File: src/design/nfab_pkg.sv
// Package for the NFA byte matcher: field widths, request and label codes,
// and the packed layout of one NFA table entry.
// No dependencies; every other design file refers to it by scoped names.
package nfab_pkg;

  localparam int REQ_W       = 2;
  localparam int IDX_FIELD_W = 6;
  localparam int LABEL_W     = 9;
  localparam int BYTE_W      = 8;

  // request codes
  localparam logic [REQ_W-1:0] REQ_LOAD  = 2'd0;
  localparam logic [REQ_W-1:0] REQ_START = 2'd1;
  localparam logic [REQ_W-1:0] REQ_BYTE  = 2'd2;

  // special labels
  localparam logic [LABEL_W-1:0] LABEL_EPSILON = 9'd256;
  localparam logic [LABEL_W-1:0] LABEL_ACCEPT  = 9'd257;

  // one successor link: present flag and entry index
  typedef struct packed {
    logic                   present;
    logic [IDX_FIELD_W-1:0] idx;
  } link_t;

  // one NFA table entry
  typedef struct packed {
    logic [LABEL_W-1:0] label;
    link_t              first;
    link_t              second;
  } tbl_entry_t;

endpackage

File: src/design/nfab_ifs.sv
// Valid/ready channel interfaces of the NFA byte matcher: request items in,
// match status items out. Depends on nfab_pkg for field widths.

interface nfab_in_if;
  logic                              valid;
  logic                              ready;
  logic [nfab_pkg::REQ_W-1:0]        req_type;
  logic [nfab_pkg::IDX_FIELD_W-1:0]  entry_index;
  logic [nfab_pkg::LABEL_W-1:0]      entry_label;
  logic [nfab_pkg::IDX_FIELD_W-1:0]  first_next;
  logic                              first_present;
  logic [nfab_pkg::IDX_FIELD_W-1:0]  second_next;
  logic                              second_present;
  logic [nfab_pkg::BYTE_W-1:0]       data_byte;

  modport source (
    output valid, req_type, entry_index, entry_label, first_next, first_present,
           second_next, second_present, data_byte,
    input  ready
  );
  modport sink (
    input  valid, req_type, entry_index, entry_label, first_next, first_present,
           second_next, second_present, data_byte,
    output ready
  );
endinterface

interface nfab_out_if;
  logic valid;
  logic ready;
  logic matched;
  logic any_active;

  modport source (output valid, matched, any_active, input ready);
  modport sink   (input valid, matched, any_active, output ready);
endinterface

File: src/design/nfab_table.sv
// NFA table memory: one write port for load items, one read port whose
// data is registered. Depends on nfab_pkg for the entry layout.
module nfab_table #(
  parameter int NUM_STATES = 64
) (
  input  logic                           clk,
  input  logic                           wr_en,
  input  logic [$clog2(NUM_STATES)-1:0]  wr_addr,
  input  nfab_pkg::tbl_entry_t           wr_data,
  input  logic [$clog2(NUM_STATES)-1:0]  rd_addr,
  output nfab_pkg::tbl_entry_t           rd_data
);

  nfab_pkg::tbl_entry_t mem [NUM_STATES];
  nfab_pkg::tbl_entry_t rd_data_r;

  // write port
  always_ff @(posedge clk) begin
    if (wr_en) begin
      mem[wr_addr] <= wr_data;
    end
  end

  // registered read port
  always_ff @(posedge clk) begin
    rd_data_r <= mem[rd_addr];
  end

  assign rd_data = rd_data_r;

endmodule

File: src/design/nfa_byte_matcher.sv
// Top level of the NFA byte matcher. Uses nfab_pkg, nfab_ifs, nfab_table.
// One item at a time, the next accepted once the result is registered. A load item writes
// the table. Start: the start entry seeds a closure walked through the work stack, one
// more step for each epsilon entry. Byte: one table read per entry, then the same closure
// walk from the matched successors; a stalled result adds its wait.
// Sync active-low reset clears active set and control; table undefined until loaded.
module nfa_byte_matcher #(
  parameter int NUM_STATES = 64
) (
  input  logic                              clk,
  input  logic                              rst_n,
  nfab_in_if.sink                           in_ch,
  nfab_out_if.source                        out_ch,
  input  logic                              cfg_we,
  input  logic [nfab_pkg::IDX_FIELD_W-1:0]  cfg_data
);

  localparam int IDX_W = (NUM_STATES > 1) ? $clog2(NUM_STATES) : 1;
  localparam int CNT_W = IDX_W + 1;
  localparam logic [CNT_W-1:0] CNT_END = CNT_W'(NUM_STATES);

  // sequencer states
  localparam logic [2:0] ST_IDLE = 3'd0;
  localparam logic [2:0] ST_SCAN = 3'd1;
  localparam logic [2:0] ST_POP  = 3'd2;
  localparam logic [2:0] ST_POPW = 3'd3;
  localparam logic [2:0] ST_EXP1 = 3'd4;
  localparam logic [2:0] ST_EXP2 = 3'd5;
  localparam logic [2:0] ST_FIN  = 3'd6;

  logic [2:0]                        state_r, state_nxt;
  logic [NUM_STATES-1:0]             act_r, act_nxt;
  logic [NUM_STATES-1:0]             set_r, set_nxt;
  logic [NUM_STATES-1:0]             acc_r, acc_nxt;
  logic [nfab_pkg::IDX_FIELD_W-1:0]  start_r;
  logic [nfab_pkg::BYTE_W-1:0]       byte_r, byte_nxt;
  logic [CNT_W-1:0]                  scan_cnt_r, scan_cnt_nxt;
  logic                              rd_v_r, rd_v_nxt;
  logic [IDX_W-1:0]                  rd_idx_r, rd_idx_nxt;
  logic [CNT_W-1:0]                  sp_r, sp_nxt;
  nfab_pkg::link_t                   sec_r, sec_nxt;
  logic                              out_valid_r, out_valid_nxt;
  logic                              out_matched_r, out_matched_nxt;
  logic                              out_any_r, out_any_nxt;

  // work stack
  logic [IDX_W-1:0]                  stk_mem [NUM_STATES];
  logic [IDX_W-1:0]                  stk_q_r;
  logic [CNT_W-1:0]                  sp_m1;

  // table port
  logic                              tbl_we;
  logic [IDX_W-1:0]                  tbl_wr_addr;
  nfab_pkg::tbl_entry_t              tbl_wr_data;
  logic [IDX_W-1:0]                  tbl_rd_addr;
  nfab_pkg::tbl_entry_t              tbl_rd_data;

  // candidate for the set under construction
  logic                              cand_v;
  logic                              cand_clr;
  logic [nfab_pkg::IDX_FIELD_W-1:0]  cand_idx;
  logic [IDX_W-1:0]                  cand_sel;
  logic                              push_en;

  logic                              in_fire;
  logic                              load_in_range;

  nfab_table #(
    .NUM_STATES (NUM_STATES)
  ) u_table (
    .clk     (clk),
    .wr_en   (tbl_we),
    .wr_addr (tbl_wr_addr),
    .wr_data (tbl_wr_data),
    .rd_addr (tbl_rd_addr),
    .rd_data (tbl_rd_data)
  );

  assign in_ch.ready       = (state_r == ST_IDLE);
  assign in_fire           = in_ch.valid && in_ch.ready;
  assign out_ch.valid      = out_valid_r;
  assign out_ch.matched    = out_matched_r;
  assign out_ch.any_active = out_any_r;

  // load item write into the table
  assign load_in_range       = (32'(in_ch.entry_index) < NUM_STATES);
  assign tbl_we              = in_fire && (in_ch.req_type == nfab_pkg::REQ_LOAD) &&
                               load_in_range;
  assign tbl_wr_addr         = IDX_W'(in_ch.entry_index);
  assign tbl_wr_data.label   = in_ch.entry_label;
  assign tbl_wr_data.first   = '{present: in_ch.first_present, idx: in_ch.first_next};
  assign tbl_wr_data.second  = '{present: in_ch.second_present, idx: in_ch.second_next};

  assign sp_m1 = sp_r - CNT_W'(1);

  // sequencer
  always_comb begin
    state_nxt       = state_r;
    act_nxt         = act_r;
    set_nxt         = set_r;
    acc_nxt         = acc_r;
    byte_nxt        = byte_r;
    scan_cnt_nxt    = scan_cnt_r;
    rd_v_nxt        = 1'b0;
    rd_idx_nxt      = rd_idx_r;
    sp_nxt          = sp_r;
    sec_nxt         = sec_r;
    out_valid_nxt   = out_valid_r && !out_ch.ready;
    out_matched_nxt = out_matched_r;
    out_any_nxt     = out_any_r;
    tbl_rd_addr     = scan_cnt_r[IDX_W-1:0];
    cand_v          = 1'b0;
    cand_clr        = 1'b0;
    cand_idx        = '0;

    case (state_r)
      ST_IDLE: begin
        if (in_fire) begin
          case (in_ch.req_type)
            nfab_pkg::REQ_LOAD: begin
              if (load_in_range) begin
                acc_nxt[tbl_wr_addr] = (in_ch.entry_label == nfab_pkg::LABEL_ACCEPT);
              end
              state_nxt = ST_FIN;
            end
            nfab_pkg::REQ_START: begin
              cand_clr  = 1'b1;
              cand_v    = 1'b1;
              cand_idx  = start_r;
              state_nxt = ST_POP;
            end
            nfab_pkg::REQ_BYTE: begin
              cand_clr     = 1'b1;
              byte_nxt     = in_ch.data_byte;
              scan_cnt_nxt = '0;
              state_nxt    = ST_SCAN;
            end
            default: begin
              state_nxt = ST_FIN;
            end
          endcase
        end
      end

      // one table read per entry; matching active entries seed the new set
      ST_SCAN: begin
        if (rd_v_r && act_r[rd_idx_r] && tbl_rd_data.first.present &&
            (tbl_rd_data.label == {1'b0, byte_r})) begin
          cand_v   = 1'b1;
          cand_idx = tbl_rd_data.first.idx;
        end
        if (scan_cnt_r != CNT_END) begin
          rd_v_nxt     = 1'b1;
          rd_idx_nxt   = scan_cnt_r[IDX_W-1:0];
          scan_cnt_nxt = scan_cnt_r + CNT_W'(1);
        end else if (!rd_v_r) begin
          state_nxt = ST_POP;
        end
      end

      // take the next entry off the work stack, or finish the closure
      ST_POP: begin
        if (sp_r == '0) begin
          act_nxt   = set_r;
          state_nxt = ST_FIN;
        end else begin
          sp_nxt    = sp_m1;
          state_nxt = ST_POPW;
        end
      end

      ST_POPW: begin
        tbl_rd_addr = stk_q_r;
        state_nxt   = ST_EXP1;
      end

      // epsilon entry: follow first link now, second link next cycle
      ST_EXP1: begin
        if (tbl_rd_data.label == nfab_pkg::LABEL_EPSILON) begin
          cand_v    = tbl_rd_data.first.present;
          cand_idx  = tbl_rd_data.first.idx;
          sec_nxt   = tbl_rd_data.second;
          state_nxt = ST_EXP2;
        end else begin
          state_nxt = ST_POP;
        end
      end

      ST_EXP2: begin
        cand_v    = sec_r.present;
        cand_idx  = sec_r.idx;
        state_nxt = ST_POP;
      end

      // report the active set once the output register is free
      ST_FIN: begin
        if (!out_valid_r || out_ch.ready) begin
          out_valid_nxt   = 1'b1;
          out_matched_nxt = |(act_r & acc_r);
          out_any_nxt     = |act_r;
          state_nxt       = ST_IDLE;
        end
      end

      default: begin
        state_nxt = ST_IDLE;
      end
    endcase

    // add a candidate entry once: mark it and push it for expansion
    cand_sel = IDX_W'(cand_idx);
    push_en  = cand_v && (32'(cand_idx) < NUM_STATES) && (cand_clr || !set_r[cand_sel]);
    if (cand_clr) begin
      set_nxt = '0;
    end
    if (push_en) begin
      set_nxt[cand_sel] = 1'b1;
      sp_nxt            = sp_r + CNT_W'(1);
    end
  end

  // work stack memory
  always_ff @(posedge clk) begin
    if (push_en) begin
      stk_mem[sp_r[IDX_W-1:0]] <= cand_sel;
    end
    stk_q_r <= stk_mem[sp_m1[IDX_W-1:0]];
  end

  // control state
  always_ff @(posedge clk) begin
    if (!rst_n) begin
      state_r     <= ST_IDLE;
      act_r       <= '0;
      set_r       <= '0;
      acc_r       <= '0;
      start_r     <= '0;
      scan_cnt_r  <= '0;
      rd_v_r      <= 1'b0;
      sp_r        <= '0;
      out_valid_r <= 1'b0;
    end else begin
      state_r     <= state_nxt;
      act_r       <= act_nxt;
      set_r       <= set_nxt;
      acc_r       <= acc_nxt;
      scan_cnt_r  <= scan_cnt_nxt;
      rd_v_r      <= rd_v_nxt;
      sp_r        <= sp_nxt;
      out_valid_r <= out_valid_nxt;
      if (cfg_we) begin
        start_r <= cfg_data;
      end
    end
  end

  // payload registers
  always_ff @(posedge clk) begin
    byte_r        <= byte_nxt;
    rd_idx_r      <= rd_idx_nxt;
    sec_r         <= sec_nxt;
    out_matched_r <= out_matched_nxt;
    out_any_r     <= out_any_nxt;
  end

endmodule
File: src/flat_wrapper.sv
// flat-port wrapper written by rule: the top's interface ports become plain ports
module nfa_byte_matcher_flat 
#(
  parameter int NUM_STATES = 64
)
  (clk, rst_n, cfg_we, cfg_data, in_ch_valid, in_ch_req_type, in_ch_entry_index, in_ch_entry_label, in_ch_first_next, in_ch_first_present, in_ch_second_next, in_ch_second_present, in_ch_data_byte, in_ch_ready, out_ch_valid, out_ch_matched, out_ch_any_active, out_ch_ready);
  nfab_in_if in_ch_i ();
  nfab_out_if out_ch_i ();
  input  logic clk;
  input  logic rst_n;
  input  logic cfg_we;
  input  logic [nfab_pkg::IDX_FIELD_W-1:0] cfg_data;
  input wire logic [$bits(in_ch_i.valid)-1:0] in_ch_valid;
  input wire logic [$bits(in_ch_i.req_type)-1:0] in_ch_req_type;
  input wire logic [$bits(in_ch_i.entry_index)-1:0] in_ch_entry_index;
  input wire logic [$bits(in_ch_i.entry_label)-1:0] in_ch_entry_label;
  input wire logic [$bits(in_ch_i.first_next)-1:0] in_ch_first_next;
  input wire logic [$bits(in_ch_i.first_present)-1:0] in_ch_first_present;
  input wire logic [$bits(in_ch_i.second_next)-1:0] in_ch_second_next;
  input wire logic [$bits(in_ch_i.second_present)-1:0] in_ch_second_present;
  input wire logic [$bits(in_ch_i.data_byte)-1:0] in_ch_data_byte;
  output wire logic [$bits(in_ch_i.ready)-1:0] in_ch_ready;
  output wire logic [$bits(out_ch_i.valid)-1:0] out_ch_valid;
  output wire logic [$bits(out_ch_i.matched)-1:0] out_ch_matched;
  output wire logic [$bits(out_ch_i.any_active)-1:0] out_ch_any_active;
  input wire logic [$bits(out_ch_i.ready)-1:0] out_ch_ready;
  assign in_ch_i.valid = in_ch_valid;
  assign in_ch_i.req_type = in_ch_req_type;
  assign in_ch_i.entry_index = in_ch_entry_index;
  assign in_ch_i.entry_label = in_ch_entry_label;
  assign in_ch_i.first_next = in_ch_first_next;
  assign in_ch_i.first_present = in_ch_first_present;
  assign in_ch_i.second_next = in_ch_second_next;
  assign in_ch_i.second_present = in_ch_second_present;
  assign in_ch_i.data_byte = in_ch_data_byte;
  assign in_ch_ready = in_ch_i.ready;
  assign out_ch_valid = out_ch_i.valid;
  assign out_ch_matched = out_ch_i.matched;
  assign out_ch_any_active = out_ch_i.any_active;
  assign out_ch_i.ready = out_ch_ready;
  nfa_byte_matcher #(.NUM_STATES(NUM_STATES)) u_core (.clk(clk), .rst_n(rst_n), .in_ch(in_ch_i), .out_ch(out_ch_i), .cfg_we(cfg_we), .cfg_data(cfg_data));
endmodule
File: config.mk
export PLATFORM = sky130hd
export DESIGN_NAME = nfa_byte_matcher_flat
export DESIGN_NICKNAME = d
export VERILOG_FILES = /design/src/design/nfab_pkg.sv /design/src/design/nfab_ifs.sv /design/src/design/nfab_table.sv /design/src/design/nfa_byte_matcher.sv /design/src/flat_wrapper.sv
export SDC_FILE = /design/constraint.sdc
export NUM_CORES = 2
export LEC_CHECK = 0
export ABC_AREA = 1
export BUFFER_PORTS_ARGS = -buffer_cell sky130_fd_sc_hd__clkbuf_2
export CORE_MARGIN = 1
export CORE_UTILIZATION = 30
export DETAILED_ROUTE_END_ITERATION = 10
export GPL_TIMING_DRIVEN = 0
export PLACE_DENSITY = 0.44
export SLEW_MARGIN = 0
export SYNTH_ARGS = -nofsm -noshare
export SYNTH_HDL_FRONTEND = slang
export SYNTH_SLANG_ARGS = --single-unit
File: constraint.sdc
create_clock -name clk -period 5.75 [get_ports clk]
set_input_delay 0.8625 -clock clk [delete_from_list [all_inputs] [get_ports clk]]
set_output_delay 0.8625 -clock clk [all_outputs]
set_load 0.02 [all_outputs]
======== Word-level counts from Yosys, hierarchy flattened ========
Memory sizes are Yosys's and may differ from the RTL's. A register that Yosys moved wholly into a read port is not among the register bits.
Cells that the tools add are included.
word-level totals
  bits in registers ....................... 240
  bits in writable memories ............... 1,856
  input bits .............................. 50
  output and inout bits ................... 4
  memories kept ........................... 2
operators by class
  $add $sub $neg .......................... 3
  $lt $le $gt $ge ......................... 5
  equal/unequal tests ..................... 19
  muxes and demuxes ....................... 47
  bitwise operators ....................... 2
  reduce and logical (&&, ||, !) cells .... 32
memory list
  memory              depth  width  rd ports  clocked after Yosys merged registers in  wr ports  RTL line                source
  u_core.u_table.mem  64     23     1         1                                        1         nfab_table.sv:14        nfab_pkg::tbl_entry_t mem [NUM_STATES];
  u_core.stk_mem      64     6      1         1                                        1         nfa_byte_matcher.sv:47  logic [IDX_W-1:0] stk_mem [NUM_STATES];
operators with widths
  cell                                                                number
  2-to-1 mux 64 bit                                                   2
  OR reduction 64 bit                                                 2
  AND 64 bit                                                          1
  bitwise mux 64 bit                                                  1
  OR 64 bit                                                           1
  2-to-1 mux 7 bit                                                    6
  2-to-1 mux 6 bit                                                    5
  case mux 6 bit (4 select lines)                                     1
  < comparator 6 x 7 -> 1 bit (second input constant)                 3
  case mux 3 bit (7 select lines)                                     1
  == test 9 bit (second input constant)                               2
  2-to-1 mux 1 bit                                                    18
  2-to-1 mux 3 bit                                                    6
  adder 7 x 1 -> 7 bit (second input constant)                        2
  case mux 7 bit (2 select lines)                                     1
  binary-select mux 1 bit (select 6 bit)                              2
  demux 1 bit (select 6 bit)                                          2
  greater-or-equal comparator 6 x 1 -> 1 bit (second input constant)  2
  AND reduction 2 bit                                                 6
  == test 3 bit (second input constant)                               3
  == test 9 x 8 -> 1 bit                                              1
  logical AND 1 bit                                                   9
  inequality test 2 bit (second input constant)                       4
  AND reduction 4 bit                                                 2
  17 further kinds                                                    25

======== Logic depth before layout (Yosys ltp) ========
  word-level depth ........................ 14
  gate-level depth with buffers ........... 30
  gate-level depth less buffers ........... 27

======== Hierarchy ========
Synthesis repeated with hierarchy kept, for this count alone.
second synthesis, totals
  cells, all modules ...................... 7,804
  area, all modules ....................... 87,169.9 µm²
by module, submodules not included
  module            instances  cells each  area each (µm²)
  nfab_table        1          5,014       59,935.0
  nfa_byte_matcher  1          2,790       27,234.9

======== Least setup slack after synthesis ========
No wires, ideal clock.
  kind .................................... flip-flop to flip-flop
  start ................................... reg u_core.rd_idx_r[0]
  end ..................................... mem u_core.stk_mem[31][0] in the netlist's numbering (enable)
  library setup time ...................... 0.377 ns
  data arrival time ....................... 4.793 ns
  data required time ...................... 5.373 ns
  slack ................................... 0.580 ns
  stages on the path, launching flop included .. 23
  path through ............................ edfxtp_1 buf_6 inv_4 buf_6 nand2_1 nand3_1 nand3_1 nand2_1 nand2_1 nand3_1 nand3_2 nand2_2 nand2_2 nand2_1 inv_1 o221ai_1 nand2_1 nand3_2 nand2_4 inv_4 buf_4 nand2_1 nor3_1
between the ends
  cells in the longest elaborated chain, start to end .. 14
  elaborated cells between the ends (all ways) .. 16
  classes of those cells .................. mux (10); reduce/logical (6)
RTL lines
  element                                 RTL line                 source
  start, declared                         nfa_byte_matcher.sv:39   logic [IDX_W-1:0] rd_idx_r, rd_idx_nxt;
  start signal, assigned                  nfa_byte_matcher.sv:260  rd_idx_r <= rd_idx_nxt;
  binary-select mux 1 bit (select 6 bit)  nfa_byte_matcher.sv:147  if (rd_v_r && act_r[rd_idx_r] && tbl_rd_data.first.present &&
  2-to-1 mux 1 bit (implied by the code)  nfa_byte_matcher.sv:147
  logical AND 1 bit (3 in series)         nfa_byte_matcher.sv:147
  2-to-1 mux 6 bit                        nfa_byte_matcher.sv:147
  case mux 6 bit (4 select lines)         nfa_byte_matcher.sv:116  case (state_r)
  named net u_core.cand_idx (one bit)     nfa_byte_matcher.sv:61   logic [nfab_pkg::IDX_FIELD_W-1:0] cand_idx;
  binary-select mux 1 bit (select 6 bit)  nfa_byte_matcher.sv:212  push_en = cand_v && (32'(cand_idx) < NUM_STATES) && (cand_clr || !set_r[cand_sel]);
  2-to-1 mux 1 bit (implied by the code)  nfa_byte_matcher.sv:212
  zero test 1 bit                         nfa_byte_matcher.sv:212
  logical OR 1 bit                        nfa_byte_matcher.sv:212
  logical AND 1 bit                       nfa_byte_matcher.sv:212
  2-to-1 mux 1 bit                        nfa_byte_matcher.sv:224  if (push_en) begin
  2-to-1 mux 1 bit (implied by the code)  nfa_byte_matcher.sv:225  stk_mem[sp_r[IDX_W-1:0]] <= cand_sel;
  end, declared                           nfa_byte_matcher.sv:47
The timed path passes the listed nets, and every way through them passes these cells. The select of a mux whose other input is x is not followed.

======== Worst setup path in the final report ========
  start ................................... reg u_core.state_r[0]
  end ..................................... reg, netlist name u_core.u_table.rd_data[7]
between the ends
  cells in the longest elaborated chain, start to end .. 2
RTL lines
  element                 RTL line                 source
  start, declared         nfa_byte_matcher.sv:31   logic [2:0] state_r, state_nxt;
  start signal, assigned  nfa_byte_matcher.sv:243  state_r <= state_nxt;
  == test 3 x 2 -> 1 bit  nfa_byte_matcher.sv:116
  2-to-1 mux 6 bit        nfa_byte_matcher.sv:116
No other way between the ends.
A chain may end at the register's enable or synchronous reset.

==> metrics <==
Critical Path Start Type register; PortBufs 53; drt pass-1 iters 6; yosys warns 0; setup TNS -0.0924 ns; number of synthesized flops with an enable pin 1879; CTS Buffer Depth 4; Post-Synthesis Cells 6832; Reg2Reg Launch Point u_core.state_r[0]$_SDFFE_PN0P_; hold path cells 3; Setup WS pre-CTS about 0.08 ns; initial antenna violation count 33; CTS tree done; Placer Congestion roughly 0.98; Die Y 533 um; Avg WL per Cell 32.2 um; Post-CTS Setup Bufs 0; Core ar. between 200000 and 300000 sq um; Max Slew Vio Count 0; gr usage total between 20% and 30%; ys flop type edfxtp_1; post_cts resized 0; Seq/Total Area, Yosys 72.4%; min Tclk post-route a little under 6 ns; H-tree depth 4; WS Path Type register to register; post-DR vias/cell around 5.5; Routed WL approximately 360000 um; worst path arrival time 6.50 ns; max-cap violation count 0; Crit Path Max Fanout 10; Reg clk slew, reported paths 0.06 ns; required time worst endpoint 6.45 ns; Skew-Pair Late Insertion Delay 0.93 ns; setup ws final -0.0565 ns; Leakage between 30 and 40 nW; FMAX 0.172 GHz; largest net degree at the start of global routing 74; Layout area overhead 17.6%; Yosys cell types 49; Tot Pwr 47.7 mW; slew margin rel. 2.92%; Post-Syn Area 84700 sq um; final hold slack 0.199 ns; unrepaired setup endpoints after global routing false; most common cell after layout, fill and taps aside edfxtp_1; #FFs+latches synth 2125; Setup Viol. Count Final 2; CTS Root Cell clkbuf_16; DPL Wire Length 249000 um; reg2reg path depth 13; post-synthesis async set-or-reset flop share 0%; Die X 533 um; commonest non-fill, non-tap cells in the layout edfxtp_1 (1879), nor2_1 (1181), o21ai_0 (979); failing checks negative setup slack; DIE AREA roughly 280000 sq um; first-pass GRT wire length 485000 um; Sink Count about 2100; syn_nets 6890; reg2reg setup slack -0.06 ns; Vias 61614; Avg Inst Size Synth between 10 and 15 sq um; Final ANT Viol Nets 0; Hold Crit Class input port to register; Clock Skew 0.105 ns; layout cells sized above 1 8.59%; row count 194; status finished, violations left; cts bufs inserted 232; VDD IR max 364 uV; Hold-fix buffers, CTS 0; final worst-path cycle share 101%; vias in the first global route 57615; Initial DRC Count 8071; total congestion overflow 0; # fillers between 20000 and 30000; reg2reg end u_core.u_table.rd_data[7]$_DFF_P_; actual slew at the worst max-slew pin 1.46 ns; Starting Density a little under a third; # nets final 7274; WHS Endpoint u_core.start_r[1]$_SDFFE_PN0P_; I/O pin cnt 54; DRC viols 0; PwrDens 479 nW/um^2; final hold vios 0; hold_sp cfg_data[1]; Critical Path Sink Type register
==> cell usage after synthesis (30+ instances only) <==
master,number,share of area (%)
a21oi_2,30,0.31
nand2_1,503,2.2
nand4_1,32,0.24
o221ai_1,229,2.4
mux2i_1,45,0.53
edfxtp_1,1879,67
o22ai_1,183,1.4
dfxtp_1,246,5.8
o211ai_1,232,2.1
o21ai_0,979,5.8
inv_1,128,0.57
nor2_1,1245,5.5
nand3_1,272,1.6
a21oi_1,159,0.94
clkbuf_1,432,1.9
o32ai_1,51,0.53
==> worst max-delay path by stage <==
stage / from / end / slack [ns] / depth (start not counted)
global route: u_core.sp_r[0]$_SDFFE_PN0P_ / u_core.stk_q_r[1]$_DFF_P_ / 0.03 / 15
CTS: u_core.state_r[0]$_SDFFE_PN0P_ / u_core.u_table.rd_data[14]$_DFF_P_ / 0.04 / 12
global placement: u_core.rd_idx_r[2]$_DFFE_PP_ / u_core.stk_mem[63][2]$_DFFE_PP_ / -4.74 / 17
finish: u_core.state_r[0]$_SDFFE_PN0P_ / u_core.u_table.rd_data[7]$_DFF_P_ / -0.06 / 13
floorplan: u_core.rd_idx_r[0]$_DFFE_PP_ / u_core.stk_mem[31][0]$_DFFE_PP_ / 0.58 / 22
detailed placement: u_core.state_r[2]$_SDFFE_PN0P_ / u_core.u_table.rd_data[13]$_DFF_P_ / 0.08 / 13
==> cell families (layout without fill, tap and decap cells) <==
group                    Yosys count  count (layout)  share of synthesized area [%]
AO/OA/AOI/OAI                   1879            1879                           13.5
XOR/XNOR                          12              12                          0.124
adder cells (fa/ha/maj)            8               8                          0.118
buffers and inverters            614            1176                           2.92
flip-flops                      2125            2125                           72.4
multiplexers                      45              45                          0.532
other                              0              24                              0
AND/OR/NAND/NOR                 2149            2149                           10.4
==> state kept, by name, summed over array words and instances (netlist names) <==
name / count
u_core.out_ch.any_active: 1
u_core.rd_v_r: 1
u_core.state_r: 3
u_core.acc_r: 64
u_core.out_ch.matched: 1
u_core.sec_r: 7
u_core.sp_r: 7
u_core.stk_mem: 384
u_core.start_r: 6
u_core.stk_q_r: 6
u_core.u_table.rd_data: 23
u_core.act_r: 64
u_core.scan_cnt_r: 7
u_core.u_table.mem: 1472
u_core.byte_r: 8
u_core.rd_idx_r: 6
u_core.set_r: 64
u_core.out_ch.valid: 1
==> worst max-delay path, cell delays in order (launching register included) <==
cell and delay, ns:
dfxtp_1 0.40, inv_1 0.07, nor2_1 0.30, nand2_1 0.09, o21ai_1 0.60, clkbuf_1 0.76
clkbuf_1 1.13, clkbuf_1 0.68, nor2_1 0.09, o22ai_1 0.27, o211ai_1 0.38, nand3_1 0.37
nand3_1 0.11, nand2_1 0.31
==> final cells by class <==
class / instances / area, sq um / share of cell area, %
Inverter: 142 / 541 / 0.542
Tap cell: 3724 / 4660 / 4.68
Multi-Input combinational cell: 4093 / 21400 / 21.5
Clock inverter: 111 / 1010 / 1.01
Antenna cell: 24 / 60.1 / 0.0603
Buffer: 472 / 1950 / 1.96
Clock buffer: 301 / 6230 / 6.25
Sequential cell: 2125 / 61300 / 61.6
Timing Repair Buffer: 150 / 2440 / 2.45
==> per-layer routing <==
layer / GRT usage [%] / vias to the layer above / part of all wire [%]
li1: - / 26313 / -
met1: 33.7 / 31671 / 42
met2: 37.8 / 3039 / 45
met3: 3.70 / 587 / 7.8
met4: 11.7 / 4 / 5.2
met5: 0 / - / 0.0070
==> power breakdown <==
group / internal (mW) / leakage [nW] / switching, mW
Clock: 8.30 / 3.51 / 6.33
Combinational: 3.52 / 8.53 / 12.0
Sequential: 17.2 / 18.9 / 0.399
Total: 29.1 / 30.9 / 18.7
==> stage by stage <==
step	cell area, sq um	std cells	util [%]
floorplan	84700	6832	-
global placement	89600	10609	32.0
detailed placement	92300	10705	33.0
CTS	99600	11117	35.5
global route	99600	11131	35.6
finish	99600	11142	35.6
No activity file was read; power rests on OpenSTA's default activity.
